==> config.mk <==
export PLATFORM = sky130hd
export DESIGN_NAME = heading_hold_pid_controller_flat
export DESIGN_NICKNAME = d
export VERILOG_FILES = /design/src/sv/hhpid_pkg.sv /design/src/sv/hhpid_in_if.sv /design/src/sv/hhpid_out_if.sv /design/src/sv/heading_hold_pid_controller.sv /design/src/flat_wrapper.sv
export SDC_FILE = /design/constraint.sdc
export NUM_CORES = 1
export LEC_CHECK = 0
export BUFFER_PORTS_ARGS = -buffer_cell sky130_fd_sc_hd__buf_4
export CAP_MARGIN = 20
export CORE_UTILIZATION = 40
export DETAILED_ROUTE_END_ITERATION = 6
export PLACE_DENSITY = 0.54
export SKIP_CTS_REPAIR_TIMING = 1
export SLEW_MARGIN = 5
export SYNTH_ARGS = -nofsm -noshare
export SYNTH_HDL_FRONTEND = slang
export SYNTH_SLANG_ARGS = --single-unit
==> constraint.sdc <==
create_clock -name clk -period 14.3 [get_ports clk]
set_input_delay 0.715 -clock clk [delete_from_list [all_inputs] [get_ports clk]]
set_output_delay 0.715 -clock clk [all_outputs]
set_load 0.03 [all_outputs]
==> src/sv/hhpid_pkg.sv <==
`timescale 1ns / 1ps
package hhpid_pkg;

	localparam int HEADING_W   = 16;
	localparam int ERROR_W     = 16;
	localparam int RATE_W      = 27;
	localparam int SUM_TOP_W   = 32;
	localparam int STEER_W     = 32;
	localparam int CFG_INDEX_W = 3;
	localparam int CFG_DATA_W  = 16;
	localparam int LOOP_RATE_W = 10;
	localparam int INTEG_W     = 48;
	localparam int MCAND_W     = 48;
	localparam int MPLIER_W    = 16;
	localparam int PROD_W      = MCAND_W + MPLIER_W;
	localparam int TOTAL_W     = 49;
	localparam int STEP_W      = 4;

	typedef logic [HEADING_W-1:0]          heading_t;
	typedef logic signed [ERROR_W-1:0]     error_t;
	typedef logic signed [RATE_W-1:0]      rate_t;
	typedef logic signed [SUM_TOP_W-1:0]   sum_top_t;
	typedef logic signed [STEER_W-1:0]     steer_t;
	typedef logic signed [INTEG_W-1:0]     integ_t;
	typedef logic signed [TOTAL_W-1:0]     total_t;
	typedef logic [CFG_INDEX_W-1:0]        cfg_index_t;

	// Configuration register indexes
	localparam cfg_index_t REG_DECLINATION     = 3'd0;
	localparam cfg_index_t REG_TARGET_HEADING  = 3'd1;
	localparam cfg_index_t REG_GAIN_PROP       = 3'd2;
	localparam cfg_index_t REG_GAIN_RATE       = 3'd3;
	localparam cfg_index_t REG_GAIN_INTEGRAL   = 3'd4;
	localparam cfg_index_t REG_LOOP_RATE_HZ    = 3'd5;
	localparam cfg_index_t REG_LOOP_PERIOD_Q16 = 3'd6;

	// Register defaults
	localparam logic signed [15:0]   DECLINATION_RST     = 16'sd852;
	localparam heading_t             TARGET_HEADING_RST  = 16'd27000;
	localparam logic [15:0]          GAIN_PROP_RST       = 16'd711;
	localparam logic [15:0]          GAIN_RATE_RST       = 16'd0;
	localparam logic [15:0]          GAIN_INTEGRAL_RST   = 16'd0;
	localparam logic [LOOP_RATE_W-1:0] LOOP_RATE_HZ_RST  = 10'd40;
	localparam logic [15:0]          LOOP_PERIOD_Q16_RST = 16'd1638;

	// Circle constants, hundredths of a degree
	localparam heading_t           FULL_U16  = 16'd36000;
	localparam logic [15:0]        HALF_U16  = 16'd18000;
	localparam logic signed [16:0] FULL_S17  = 17'sd36000;
	localparam logic signed [16:0] HALF_S17  = 17'sd18000;
	localparam logic signed [17:0] FULL_S18  = 18'sd36000;
	localparam logic signed [17:0] TWICE_S18 = 18'sd72000;

	localparam integ_t INTEG_MAX = {1'b0, {(INTEG_W-1){1'b1}}};
	localparam integ_t INTEG_MIN = {1'b1, {(INTEG_W-1){1'b0}}};
	localparam steer_t STEER_MAX = {1'b0, {(STEER_W-1){1'b1}}};
	localparam steer_t STEER_MIN = {1'b1, {(STEER_W-1){1'b0}}};

	// Reduce an unsigned heading below a full circle (one fold is enough for 16 bits).
	function automatic heading_t wrap_u16(input heading_t raw);
		return (raw >= FULL_U16) ? heading_t'(raw - FULL_U16) : raw;
	endfunction

	// Add a signed offset to a heading and fold the sum into one circle.
	function automatic heading_t wrap_offset(input heading_t raw, input logic signed [15:0] offs);
		logic signed [17:0] v;
		logic signed [17:0] r;
		v = $signed({2'b00, raw}) + $signed({{2{offs[15]}}, offs});
		if (v < 0)
			r = v + FULL_S18;
		else if (v >= TWICE_S18)
			r = v - TWICE_S18;
		else if (v >= FULL_S18)
			r = v - FULL_S18;
		else
			r = v;
		return r[HEADING_W-1:0];
	endfunction

endpackage

==> src/sv/hhpid_in_if.sv <==
`timescale 1ns / 1ps
interface hhpid_in_if import hhpid_pkg::*; ();
	logic     valid;
	logic     ready;
	heading_t compass_heading;
	heading_t gps_heading;

	modport source (output valid, output compass_heading, output gps_heading, input ready);
	modport sink (input valid, input compass_heading, input gps_heading, output ready);
endinterface

==> src/sv/hhpid_out_if.sv <==
`timescale 1ns / 1ps
interface hhpid_out_if import hhpid_pkg::*; ();
	logic     valid;
	logic     ready;
	heading_t fused_heading;
	error_t   heading_error;
	rate_t    error_rate;
	sum_top_t error_sum_top;
	steer_t   steer_command;

	modport source (output valid, output fused_heading, output heading_error, output error_rate,
		output error_sum_top, output steer_command, input ready);
	modport sink (input valid, input fused_heading, input heading_error, input error_rate,
		input error_sum_top, input steer_command, output ready);
endinterface

==> src/sv/heading_hold_pid_controller.sv <==
// Channel  Dir  Handshake         Payload
// heading  in   valid/ready       compass_heading, gps_heading
// steer    out  valid/ready       fused_heading, heading_error, error_rate,
//                                 error_sum_top, steer_command
// cfg      in   cfg_write strobe  cfg_index (3 bits), cfg_data (16 bits)
//
// A new heading is taken only in the idle state, so one heading is worked at a time.
// The wrap, sort, mid and error states lead into the one shared shift-add multiplier:
// five products of 16 steps each, one multiplier bit per cycle, with a load and a
// writeback state per product, then a final state that fills the result register.
// arst_n restores register defaults and clears the previous error and the integral.
// A stalled result waits in the result register while the next heading is taken and worked;
// that item then holds in the final state until the register frees.
`timescale 1ns / 1ps
module heading_hold_pid_controller import hhpid_pkg::*; (
	input  logic             clk,
	input  logic             arst_n,
	input  logic             cfg_write,
	input  cfg_index_t       cfg_index,
	input  logic [CFG_DATA_W-1:0] cfg_data,
	hhpid_in_if.sink         heading,
	hhpid_out_if.source      steer
);

	// Sequencer states
	localparam logic [3:0] ST_IDLE = 4'd0;
	localparam logic [3:0] ST_WRAP = 4'd1;
	localparam logic [3:0] ST_SORT = 4'd2;
	localparam logic [3:0] ST_MID  = 4'd3;
	localparam logic [3:0] ST_ERR  = 4'd4;
	localparam logic [3:0] ST_LOAD = 4'd5;
	localparam logic [3:0] ST_MUL  = 4'd6;
	localparam logic [3:0] ST_POST = 4'd7;
	localparam logic [3:0] ST_FIN  = 4'd8;

	// Products, in the order they run on the multiplier
	localparam logic [2:0] OP_RATE  = 3'd0;  // (e - previous) * loop rate
	localparam logic [2:0] OP_INTEG = 3'd1;  // e * loop period, into the integral
	localparam logic [2:0] OP_PROP  = 3'd2;  // Kp * e
	localparam logic [2:0] OP_DERIV = 3'd3;  // Kd * rate
	localparam logic [2:0] OP_IGAIN = 3'd4;  // Ki * integral

	localparam logic [STEP_W-1:0] STEP_LAST = STEP_W'(MPLIER_W - 1);

	// Configuration registers
	logic signed [15:0]       declination_q;
	heading_t                 target_heading_q;
	logic [15:0]              gain_prop_q;
	logic [15:0]              gain_rate_q;
	logic [15:0]              gain_integral_q;
	logic [LOOP_RATE_W-1:0]   loop_rate_q;
	logic [15:0]              loop_period_q;

	// Sequencer and loop state
	logic [3:0]               state_q;
	logic [2:0]               op_q;
	logic [STEP_W-1:0]        step_q;
	logic                     out_valid_q;
	error_t                   prev_error_q;
	integ_t                   integ_q;

	// Working registers
	heading_t                 compass_q;
	heading_t                 gps_q;
	heading_t                 mag_q;
	heading_t                 gps_wrap_q;
	heading_t                 target_wrap_q;
	heading_t                 lo_q;
	logic signed [16:0]       hi_q;
	heading_t                 mid_q;
	error_t                   error_q;
	rate_t                    rate_q;
	total_t                   total_q;

	// Shift-add multiplier: multiplicand, running high half, multiplier bits shifting out low
	logic signed [MCAND_W-1:0] mcand_q;
	logic signed [MCAND_W:0]   prod_hi_q;
	logic [MPLIER_W-1:0]       prod_lo_q;

	// Result register
	heading_t                 fused_out_q;
	error_t                   error_out_q;
	rate_t                    rate_out_q;
	sum_top_t                 sum_top_out_q;
	steer_t                   steer_out_q;

	logic                     heading_take;
	logic                     out_free;
	logic                     swap;
	heading_t                 lo_sel;
	heading_t                 hi_sel;
	heading_t                 span;
	logic signed [17:0]       mid_sum;
	logic signed [16:0]       mid_half;
	logic signed [16:0]       err_raw;
	error_t                   err_wrapped;
	logic signed [16:0]       err_diff;
	logic signed [MCAND_W-1:0] mcand_sel;
	logic [MPLIER_W-1:0]      mplier_sel;
	logic signed [MCAND_W:0]  addend;
	logic signed [MCAND_W:0]  psum;
	logic [PROD_W-1:0]        product;
	logic signed [INTEG_W:0]  integ_sum;
	integ_t                   integ_next;
	logic [TOTAL_W-9:0]       total_shift;
	steer_t                   steer_val;

	assign heading_take = heading.valid && heading.ready;
	assign out_free     = !out_valid_q || steer.ready;

	assign heading.ready = (state_q == ST_IDLE);

	assign steer.valid         = out_valid_q;
	assign steer.fused_heading = fused_out_q;
	assign steer.heading_error = error_out_q;
	assign steer.error_rate    = rate_out_q;
	assign steer.error_sum_top = sum_top_out_q;
	assign steer.steer_command = steer_out_q;

	// Front end: sort the headings, close the short arc, halve, wrap the error, diff the errors.
	always_comb begin
		swap   = (mag_q > gps_wrap_q);
		lo_sel = swap ? gps_wrap_q : mag_q;
		hi_sel = swap ? mag_q : gps_wrap_q;
		span   = hi_sel - lo_sel;

		// Arithmetic shift gives the floor of the half sum, also below zero
		mid_sum  = $signed({hi_q[16], hi_q}) + $signed({2'b00, lo_q});
		mid_half = mid_sum[17:1];

		err_raw = $signed({1'b0, target_wrap_q}) - $signed({1'b0, mid_q});
		if (err_raw > HALF_S17)
			err_wrapped = error_t'(err_raw - FULL_S17);
		else if (err_raw < -HALF_S17)
			err_wrapped = error_t'(err_raw + FULL_S17);
		else
			err_wrapped = error_t'(err_raw);

		err_diff = $signed({error_q[ERROR_W-1], error_q})
			- $signed({prev_error_q[ERROR_W-1], prev_error_q});
	end

	// Operand select for the next product
	always_comb begin
		mcand_sel  = '0;
		mplier_sel = '0;
		unique case (op_q)
			OP_RATE: begin
				mcand_sel  = {{(MCAND_W-17){err_diff[16]}}, err_diff};
				mplier_sel = {{(MPLIER_W-LOOP_RATE_W){1'b0}}, loop_rate_q};
			end
			OP_INTEG: begin
				mcand_sel  = {{(MCAND_W-ERROR_W){error_q[ERROR_W-1]}}, error_q};
				mplier_sel = loop_period_q;
			end
			OP_PROP: begin
				mcand_sel  = {{(MCAND_W-ERROR_W){error_q[ERROR_W-1]}}, error_q};
				mplier_sel = gain_prop_q;
			end
			OP_DERIV: begin
				mcand_sel  = {{(MCAND_W-RATE_W){rate_q[RATE_W-1]}}, rate_q};
				mplier_sel = gain_rate_q;
			end
			OP_IGAIN: begin
				mcand_sel  = integ_q;
				mplier_sel = gain_integral_q;
			end
			default: begin
				mcand_sel  = '0;
				mplier_sel = '0;
			end
		endcase
	end

	// One multiplier bit per cycle: add the multiplicand if the low bit is set, shift right.
	always_comb begin
		addend  = prod_lo_q[0] ? {mcand_q[MCAND_W-1], mcand_q} : '0;
		psum    = prod_hi_q + addend;
		product = {prod_hi_q[MCAND_W-1:0], prod_lo_q};
	end

	// Integral update with saturation to the 48-bit range
	always_comb begin
		integ_sum = $signed({integ_q[INTEG_W-1], integ_q})
			+ $signed({{(INTEG_W+1-32){product[31]}}, product[31:0]});
		if (integ_sum[INTEG_W] != integ_sum[INTEG_W-1])
			integ_next = integ_sum[INTEG_W] ? INTEG_MIN : INTEG_MAX;
		else
			integ_next = integ_sum[INTEG_W-1:0];
	end

	// Drop the 8-bit fraction of the signed Q41.8 total and clamp to 32 bits
	always_comb begin
		total_shift = total_q[TOTAL_W-1:8];
		if ((&total_shift[TOTAL_W-9:STEER_W-1]) || !(|total_shift[TOTAL_W-9:STEER_W-1]))
			steer_val = total_shift[STEER_W-1:0];
		else
			steer_val = total_q[TOTAL_W-1] ? STEER_MIN : STEER_MAX;
	end

	// Configuration writes; unknown indexes drop
	always_ff @(posedge clk or negedge arst_n) begin
		if (!arst_n) begin
			declination_q    <= DECLINATION_RST;
			target_heading_q <= TARGET_HEADING_RST;
			gain_prop_q      <= GAIN_PROP_RST;
			gain_rate_q      <= GAIN_RATE_RST;
			gain_integral_q  <= GAIN_INTEGRAL_RST;
			loop_rate_q      <= LOOP_RATE_HZ_RST;
			loop_period_q    <= LOOP_PERIOD_Q16_RST;
		end else if (cfg_write) begin
			unique case (cfg_index)
				REG_DECLINATION:     declination_q    <= cfg_data;
				REG_TARGET_HEADING:  target_heading_q <= cfg_data;
				REG_GAIN_PROP:       gain_prop_q      <= cfg_data;
				REG_GAIN_RATE:       gain_rate_q      <= cfg_data;
				REG_GAIN_INTEGRAL:   gain_integral_q  <= cfg_data;
				REG_LOOP_RATE_HZ:    loop_rate_q      <= cfg_data[LOOP_RATE_W-1:0];
				REG_LOOP_PERIOD_Q16: loop_period_q    <= cfg_data;
				default: ;
			endcase
		end
	end

	// Sequencer, loop state and result valid
	always_ff @(posedge clk or negedge arst_n) begin
		if (!arst_n) begin
			state_q      <= ST_IDLE;
			op_q         <= OP_RATE;
			step_q       <= '0;
			out_valid_q  <= 1'b0;
			prev_error_q <= '0;
			integ_q      <= '0;
		end else begin
			// Refill the result register from the final state, else free it on its transfer
			if ((state_q == ST_FIN) && out_free)
				out_valid_q <= 1'b1;
			else if (steer.ready)
				out_valid_q <= 1'b0;

			unique case (state_q)
				ST_IDLE: begin
					if (heading_take)
						state_q <= ST_WRAP;
				end
				ST_WRAP: state_q <= ST_SORT;
				ST_SORT: state_q <= ST_MID;
				ST_MID:  state_q <= ST_ERR;
				ST_ERR: begin
					op_q    <= OP_RATE;
					state_q <= ST_LOAD;
				end
				ST_LOAD: begin
					step_q  <= '0;
					state_q <= ST_MUL;
				end
				ST_MUL: begin
					step_q <= step_q + 1'b1;
					if (step_q == STEP_LAST)
						state_q <= ST_POST;
				end
				ST_POST: begin
					if (op_q == OP_INTEG)
						integ_q <= integ_next;
					if (op_q == OP_IGAIN) begin
						state_q <= ST_FIN;
					end else begin
						op_q    <= op_q + 1'b1;
						state_q <= ST_LOAD;
					end
				end
				ST_FIN: begin
					// Hold here while an older result still waits
					if (out_free) begin
						prev_error_q <= error_q;
						state_q      <= ST_IDLE;
					end
				end
				default: state_q <= ST_IDLE;
			endcase
		end
	end

	// Datapath registers
	always_ff @(posedge clk) begin
		if (heading_take) begin
			compass_q <= heading.compass_heading;
			gps_q     <= heading.gps_heading;
		end

		if (state_q == ST_WRAP) begin
			mag_q         <= wrap_offset(compass_q, declination_q);
			gps_wrap_q    <= wrap_u16(gps_q);
			target_wrap_q <= wrap_u16(target_heading_q);
		end

		if (state_q == ST_SORT) begin
			lo_q <= lo_sel;
			// Long way round: pull the larger heading one circle down
			if (span > HALF_U16)
				hi_q <= $signed({1'b0, hi_sel}) - FULL_S17;
			else
				hi_q <= $signed({1'b0, hi_sel});
		end

		if (state_q == ST_MID) begin
			if (mid_half < 0)
				mid_q <= heading_t'(mid_half + FULL_S17);
			else
				mid_q <= heading_t'(mid_half);
		end

		if (state_q == ST_ERR)
			error_q <= err_wrapped;

		if (state_q == ST_LOAD) begin
			mcand_q   <= mcand_sel;
			prod_hi_q <= '0;
			prod_lo_q <= mplier_sel;
		end

		if (state_q == ST_MUL) begin
			prod_hi_q <= {psum[MCAND_W], psum[MCAND_W:1]};
			prod_lo_q <= {psum[0], prod_lo_q[MPLIER_W-1:1]};
		end

		if (state_q == ST_POST) begin
			case (op_q)
				OP_RATE:  rate_q  <= product[RATE_W-1:0];
				OP_PROP:  total_q <= {{(TOTAL_W-32){product[31]}}, product[31:0]};
				OP_DERIV: total_q <= total_q + $signed(product[TOTAL_W-1:0]);
				OP_IGAIN: total_q <= total_q + $signed({product[PROD_W-1], product[PROD_W-1:16]});
				default: ;
			endcase
		end

		if ((state_q == ST_FIN) && out_free) begin
			fused_out_q   <= mid_q;
			error_out_q   <= error_q;
			rate_out_q    <= rate_q;
			sum_top_out_q <= integ_q[INTEG_W-1:INTEG_W-SUM_TOP_W];
			steer_out_q   <= steer_val;
		end
	end

endmodule

==> src/flat_wrapper.sv <==
// flat-port wrapper written by rule: the top's interface ports become plain ports
module heading_hold_pid_controller_flat import hhpid_pkg::*;
  (clk, arst_n, cfg_write, cfg_index, cfg_data, heading_valid, heading_compass_heading, heading_gps_heading, heading_ready, steer_valid, steer_fused_heading, steer_heading_error, steer_error_rate, steer_error_sum_top, steer_steer_command, steer_ready);
  hhpid_in_if heading_i ();
  hhpid_out_if steer_i ();
  input  logic clk;
  input  logic arst_n;
  input  logic cfg_write;
  input  cfg_index_t cfg_index;
  input  logic [CFG_DATA_W-1:0] cfg_data;
  input wire logic [$bits(heading_i.valid)-1:0] heading_valid;
  input wire logic [$bits(heading_i.compass_heading)-1:0] heading_compass_heading;
  input wire logic [$bits(heading_i.gps_heading)-1:0] heading_gps_heading;
  output wire logic [$bits(heading_i.ready)-1:0] heading_ready;
  output wire logic [$bits(steer_i.valid)-1:0] steer_valid;
  output wire logic [$bits(steer_i.fused_heading)-1:0] steer_fused_heading;
  output wire logic [$bits(steer_i.heading_error)-1:0] steer_heading_error;
  output wire logic [$bits(steer_i.error_rate)-1:0] steer_error_rate;
  output wire logic [$bits(steer_i.error_sum_top)-1:0] steer_error_sum_top;
  output wire logic [$bits(steer_i.steer_command)-1:0] steer_steer_command;
  input wire logic [$bits(steer_i.ready)-1:0] steer_ready;
  assign heading_i.valid = heading_valid;
  assign heading_i.compass_heading = heading_compass_heading;
  assign heading_i.gps_heading = heading_gps_heading;
  assign heading_ready = heading_i.ready;
  assign steer_valid = steer_i.valid;
  assign steer_fused_heading = steer_i.fused_heading;
  assign steer_heading_error = steer_i.heading_error;
  assign steer_error_rate = steer_i.error_rate;
  assign steer_error_sum_top = steer_i.error_sum_top;
  assign steer_steer_command = steer_i.steer_command;
  assign steer_i.ready = steer_ready;
  heading_hold_pid_controller u_core (.clk(clk), .arst_n(arst_n), .cfg_write(cfg_write), .cfg_index(cfg_index), .cfg_data(cfg_data), .heading(heading_i), .steer(steer_i));
endmodule
==> reports/results.tsv, run 1 <==
stage	metric	value	unit
job	MaxCap Viol Count	0	
sta	fin worst setup slack	8.13	ns
layout	filler cell count	8882	
layout	Antenna diodes	0	
layout	fin cells	5128	
critical_path	critical path endpoint category	flop	
drt	drt first pass iters	7	
global_routing	largest net degree at the start of global routing	107	
sta	Final Max Slew Viols	0	
cts	CTS tree	done	
placement	Post-DP Area	40900	sq um
critical_path	crit-path max FO	14	
layout	proportion of layout cells with a drive suffix above 1	14.0	%
global_routing	global-route wire length before repair	163	mm
drt	number of routed nets with antenna violations	0	
synth	Mapped Cells	3653	
global_routing	GR Overflow Total	0	
placement	DP HPWL	78.1	mm
floorplanning	Initial Utilization	40.7	%
power_and_ir_drop	PD cells	234	nW/um^2
drt	final wirelength	107	mm
floorplanning	core area	93900	sq um
floorplanning	Site Rows	112	
synth	Distinct cells, synth	94	
synth	Cell Area, Synth	38200	sq um
sta	f_max	0.162	GHz
synth	sequential fraction of the synthesis area	47.9	%
cts	clock-pin slew on the worst setup and hold paths	0.06	ns
synth	Syn Nets	3962	
sta	Period Utilization, post-route	43.2	%
run_status	status	finished clean	
drt	Via density	5.56	
layout	flip-flop and latch area	18300	sq um
synth	largest cells by area after synthesis	edfxtp_1, dfrtp_1, ha_1	
sta	min Tclk post-route	6.17	ns
cts	CTS root buf	clkbuf_16	
critical_path	critical path launch point type	flop	
cts	CTS H-tree lvls	3	
drt	DRC viols	0	
synth	post-synth top area cell	edfxtp_1	
cts	clock sinks	638	
sta	Final setup viols	0	
placement	port buffer count	180	
global_routing	initial antenna violation count	3	
synth	EDFF count, synth	456	
layout	area delta synth->final	13.8	%
sta	relative slew slack	21.5	%
sta	actual slew at the worst max-slew pin	1.18	ns
synth	async set-reset flop share out of synthesis	28.5	%
layout	final core utilization	46.3	%
sta	clock skew after layout	0.0321	ns
critical_path	critical path class	flop to flop	
floorplanning	die width	311	um
power_and_ir_drop	Leak	17.7	nW
floorplanning	io pins	181	
sta	RSZ-0062 raised after global routing	false	
cts	TritonCTS buffer count	74	
placement	GPL Wtd Cong	0.907	
layout	Final Instance Area	43400	sq um
hold_path	Hold WC Path Type	primary input to asynchronous set/reset pin	
critical_path	CP required	14.65	ns
synth	Avg Inst Size Synth	10.4	sq um
drt	Avg WL per Cell	20.8	um
synth	Seq cells post-synth	638	
placement	DP Worst Slack	8.12	ns
cts	worst skew pair latency	0.65	ns
global_routing	GRT Overall Usage	21.7	%
drt	initial DRC count	2259	
cts	Max clock buf depth	3	
sta	setup tns final	0	ns
power_and_ir_drop	Worst IR Drop VDD	133	uV
synth	dominant synthesized flop cell	edfxtp_1	
sta	Hold Vio Cnt, Final	0	
layout	multi-input logic area	18800	sq um
critical_path	Data arrival, critical path	6.52	ns
floorplanning	die footprint	96700	sq um
layout	fin nets	4121	
placement	Post-Place Cells	4988	
global_routing	number of global-route vias before repair	26700	
synth	Yosys Warn Count	0	
drt	vias after detailed routing	28500	
synth	post-synth top area share	35.9	%
floorplanning	Die H	311	um
-- layout make-up --
class / count / share of cell area, %
sequential: 638 / 42.1
inverter: 169 / 1.47
multi-input combinational: 2708 / 43.3
tap: 1254 / 3.61
clock buffer: 97 / 4.62
timing repair buffer: 221 / 3.88
clock inverter: 41 / 1.05
-- critical path: stages (launching register included) --
cell	delay, ns
edfxtp_1	0.44
inv_1	0.10
ha_1	0.48
nand4_2	0.16
or4_4	0.56
or2_4	0.28
o211ai_1	0.22
nand2_2	0.24
and3_1	0.24
a21oi_1	0.12
ha_1	0.25
nand2b_1	0.19
or4_1	0.42
a21oi_1	0.15
nor3_1	0.08
o31a_1	0.29
o21ai_0	0.17
o211ai_1	0.18
a211oi_4	0.73
o21ai_0	0.36
mux2i_1	0.21
-- cell families (layout without fill, tap and decap cells) --
group / count (synthesis) / in the layout / share of synthesized area [%]
adders and majority gates: 259 / 259 / 8.59
buffers and inverters: 307 / 528 / 3.13
muxes: 129 / 129 / 3.74
DFF: 638 / 638 / 47.9
and+or+nand+nor: 1039 / 1039 / 13.0
AOI/OAI and AO/OA: 1067 / 1067 / 18.8
xor gates and xnor gates: 214 / 214 / 4.91
-- synth_stat cells, types with 18 or more instances --
cell type and instances:
a222oi_1 26, ha_1 246, o21bai_1 28, clkbuf_1 115, a21boi_0 18, and2_1 73, a21oi_1 208, o31ai_1 27
a31oi_1 32, dfrtp_1 155, inv_1 169, xnor2_1 137, mux2_2 110, nand2b_1 39, dfstp_2 27, a22oi_1 20
a21o_1 131, a221o_1 39, nor2b_1 40, xor2_1 77, o21ai_0 283, edfxtp_1 456, and3_1 26, o21a_1 45
nand3_1 54, nor2_1 184, mux2i_1 19, o211ai_1 34, nor3_1 76, nand2_1 422
-- sequential cells by signal (all words and copies together), names as in the netlist, 17 cells and up --
name,cells
u_core.mcand_q,48
u_core.steer.error_sum_top,32
u_core.integ_q,48
u_core.rate_q,27
u_core.steer.error_rate,27
u_core.prod_hi_q,48
u_core.hi_q,17
u_core.steer.steer_command,32
u_core.total_q,49
-- metrics by stage --
stage	hold WS [ns]	power, mW
2_1_floorplan	0.400	6.77
3_3_place_gp	0.400	8.18
3_5_place_dp	0.405	8.19
4_1_cts	0.205	10.2
5_1_grt	0.213	10.9
6_report	0.161	10.1
-- routing by layer --
layer / vias to the layer above / part of all wire (%) / routed length (um) / GRT usage (%)
met2: 741 / 42 / 45300 / 32.0
met3: 137 / 5.8 / 6240 / 3.61
met5: - / 0 / 0 / 0
met1: 13600 / 49 / 52300 / 32.4
li1: 14000 / - / - / -
met4: 0 / 2.6 / 2830 / 6.20
-- final timing paths --
| kind | slack, ns | from | end | depth (start not counted) |
|---|---|---|---|---|
| worst min register to register | 0.42 | u_core.gps_q[1] | u_core.gps_wrap_q[1] | 0 |
| worst min-delay path | 0.16 | arst_n | u_core.integ_q[41] | 1 |
| min in group clk | 0.25 | heading_gps_heading[12] | u_core.gps_q[12] | 1 |
| worst max-delay path | 8.13 | u_core.gps_wrap_q[9] | u_core.hi_q[6] | 20 |
| worst max register to register | 8.13 | u_core.gps_wrap_q[9] | u_core.hi_q[6] | 20 |
| max in group asynchronous | 12.75 | arst_n | u_core.declination_q[2] | 3 |
-- cells in the final DEF (no fill, tap or decap), drive strengths merged, types with 20 or more instances in the layout --
cell type,instances
a21oi,208
a221o,39
dfrtp,155
dfstp,27
clkbuf,98
a22oi,20
nor2b,40
edfxtp,456
a222oi,26
xor2,77
nor2,185
and3,26
o21a,45
a21o,131
o21ai,288
o21bai,28
and2,73
inv,176
nand3,54
clkinv,20
o31ai,27
buf,220
mux2,110
nor3,76
o211ai,34
xnor2,137
a31oi,32
ha,246
nand2b,39
nand2,423
-- where the power goes --
group | internal, mW | switching (mW) | total (mW)
sequential | 2.72 | 0.573 | 3.30
combinational | 1.99 | 2.92 | 4.91
clock | 1.14 | 0.797 | 1.94
(Power assumes the default switching activity.)
==> run 2: changes to the inputs <==
clock period = 6.2 ns   (was 14.3 ns; I/O delays follow)
==> run 2 against run 1 <==
Net effect:
- setup slack got worse by 7.6 ns
- power grew 130%
- sequential power up 130%
- critical path type unchanged
- critical endpoint is now u_core.hi_q[14]
- utilization grew 0.57 points
- design area increased by 1.2%
- critical path depth increased by 2
- fmax is 7.9% higher
- first-iteration DRC count is 8.5% higher
==> reports/results.tsv, run 2 (synthesis results as in run 1) <==
stage	metric	value	unit	change
run_status	status	finished clean		
critical_path	Data arrival, critical path	6.13	ns	-0.39 ns
placement	DP HPWL	79.6	mm	+1.9%
drt	final wirelength	107	mm	+0.65%
floorplanning	Site Rows	112		unchanged
hold_path	min-delay src	cfg_data[3]		
sta	fin worst setup slack	0.480	ns	-7.65 ns
drt	Via density	5.57		+0.16%
placement	GPL Wtd Cong	0.919		+1.3%
drt	drt first pass iters	6		-1
layout	commonest non-fill, non-tap cell in the layout	edfxtp_1		
critical_path	CP max stage cell	or4_4		
global_routing	number of global-route vias before repair	27000		+1.4%
placement	DP Worst Slack	0.333	ns	-7.79 ns
critical_path	Register-to-Register Setup Slack	0.48	ns	-7.65 ns
global_routing	GR Overflow Total	0		unchanged
drt	initial DRC count	2451		+8.5%
sta	actual slew at the worst max-slew pin	1.05	ns	-0.123 ns
floorplanning	core area	93900	sq um	unchanged
cts	clock-pin slew on the worst setup and hold paths	0.06	ns	about the same
critical_path	critical path endpoint category	flop		
layout	final core utilization	46.8	%	+0.57 points
hold_path	Worst Hold End	u_core.declination_q[3]		
cts	CTS tree	done		
cts	TritonCTS buffer count	75		+1.4%
critical_path	RR Startpoint	u_core.gps_wrap_q[8]		
placement	Post-DP Area	41100	sq um	+0.33%
hold_path	Hold WC Path Type	primary input to flop		
cts	clock sinks	638		unchanged
drt	Avg WL per Cell	20.7	um	-0.58%
sta	Final setup viols	0		unchanged
power_and_ir_drop	Leak	18.0	nW	+1.5%
power_and_ir_drop	Worst IR Drop VDD	237	uV	+77%
layout	most frequent cells in the layout	edfxtp_1, nand2_1, o21ai_0		
hold_path	Worst Hold Depth	2		
critical_path	max incr delay on CP	0.56	ns	-0.17 ns
critical_path	R2R Path End	u_core.hi_q[14]		
sta	relative slew slack	28.8	%	+7.3 points
floorplanning	die footprint	96700	sq um	unchanged
critical_path	CP required	6.61	ns	-8.04 ns
layout	Biggest register	u_core.total_q		
layout	fin nets	4186		+1.6%
sta	Hold Vio Cnt, Final	0		unchanged
job	MaxCap Viol Count	0		unchanged
sta	setup tns final	0	ns	unchanged
cts	CTS H-tree lvls	3		unchanged
critical_path	CP Cell Sequence	inv_1, ha_1, nand4_2, or4_4, or2_4, o21ai_1, nand2_2, and3_1, a21oi_1, ha_1, nand2b_1, or4_1, a21oi_1, nor3_1, o31a_1, o21ai_0, o211ai_1, a211oi_4, buf_4, buf_4, mux2i_1, nor4b_1		
global_routing	global-route wire length before repair	165	mm	+1.2%
power_and_ir_drop	total power	23.4	mW	+130%
critical_path	Register-to-Register Path Depth	22		+10%
sta	f_max	0.175	GHz	+7.9%
critical_path	crit-path max FO	9		-5
cts	CTS root buf	clkbuf_16		
power_and_ir_drop	PD cells	532	nW/um^2	+130%
placement	Post-Place Cells	5006		+0.36%
layout	number of flip-flops under the largest register name	49		unchanged
layout	Antenna diodes	0		unchanged
drt	number of routed nets with antenna violations	0		unchanged
layout	area delta synth->final	15.2	%	
global_routing	largest net degree at the start of global routing	112		+4.7%
floorplanning	Die H	311	um	unchanged
cts	Max clock buf depth	3		unchanged
drt	vias after detailed routing	28900		+1.4%
global_routing	initial antenna violation count	5		+2
layout	proportion of layout cells with a drive suffix above 1	14.0	%	about the same
sta	clock skew after layout	0.0238	ns	-0.00821 ns
sta	min Tclk post-route	5.72	ns	-0.454 ns
sta	Period Utilization, post-route	92.3	%	+49 points
layout	filler cell count	8859		-0.26%
floorplanning	die width	311	um	unchanged
sta	Final Max Slew Viols	0		unchanged
global_routing	GRT Overall Usage	21.9	%	+0.23 points
drt	DRC viols	0		unchanged
layout	Final Instance Area	44000	sq um	+1.2%
sta	RSZ-0062 raised after global routing	false		
floorplanning	Initial Utilization	40.7	%	unchanged
sta	Hold Slack	0.0298	ns	-0.131 ns
critical_path	critical path launch point type	flop		
critical_path	critical path class	flop to flop		
floorplanning	io pins	181		unchanged
cts	worst skew pair latency	0.63	ns	-0.02 ns
critical_path	crit path from	u_core.gps_wrap_q[8]		
layout	fin cells	5191		+1.2%
placement	port buffer count	180		unchanged
-- run 2: cell count changes in the layout (fill, tap and decap cells not counted), sizes merged --
cell and delta:
clkinvlp -4, dlygate4sd3 +44, inv -5, clkbuf +8
bufinv -4, clkinv +4, buf +20
-- run 2: area by class of cell --
cell class	count	area [sq um]	share of cell area, %
clock buffers	105	2170	4.93
clock inverters	32	262	0.595
inverters	169	639	1.45
multi-input cells	2708	18800	42.7
flip-flops and latches	638	18300	41.6
well taps	1254	1570	3.57
repair buffers	285	2260	5.14
-- run 2: worst max-delay path by stage --
stage | endpoint | slack, ns | depth (start not counted)
after floorplan | u_core.hi_q[10] | 0.74 | 22
after global placement | u_core.hi_q[9] | 0.44 | 21
after detailed placement | u_core.hi_q[12] | 0.33 | 21
after CTS | u_core.hi_q[12] | 0.32 | 21
after global routing | u_core.hi_q[9] | 0.16 | 22
final | u_core.hi_q[14] | 0.48 | 22
-- run 2: where the power goes --
group / total, mW / internal [mW] / switching (mW)
clock: 4.39 / 2.60 / 1.78
combinational: 11.5 / 4.67 / 6.78
sequential: 7.57 / 6.28 / 1.29
-- run 2: metal layers --
layer  share of wire, %  GRT usage (%)  vias up
li1                   -              -    14100
met1                 49           32.6    13900
met2                 42           32.6      777
met3                6.2           3.62      149
met4                2.8           6.20        4
met5              0.017              0        -
-- run 2: critical path, delay by kind of cell, from the launching register on --
kind / cells / cell delay, ns
flops: 1 / 0.42
simple gates: 9 / 2.40
compound gates: 7 / 1.44
mux: 1 / 0.06
buf+inv: 3 / 0.44
fa+ha+maj: 2 / 0.71
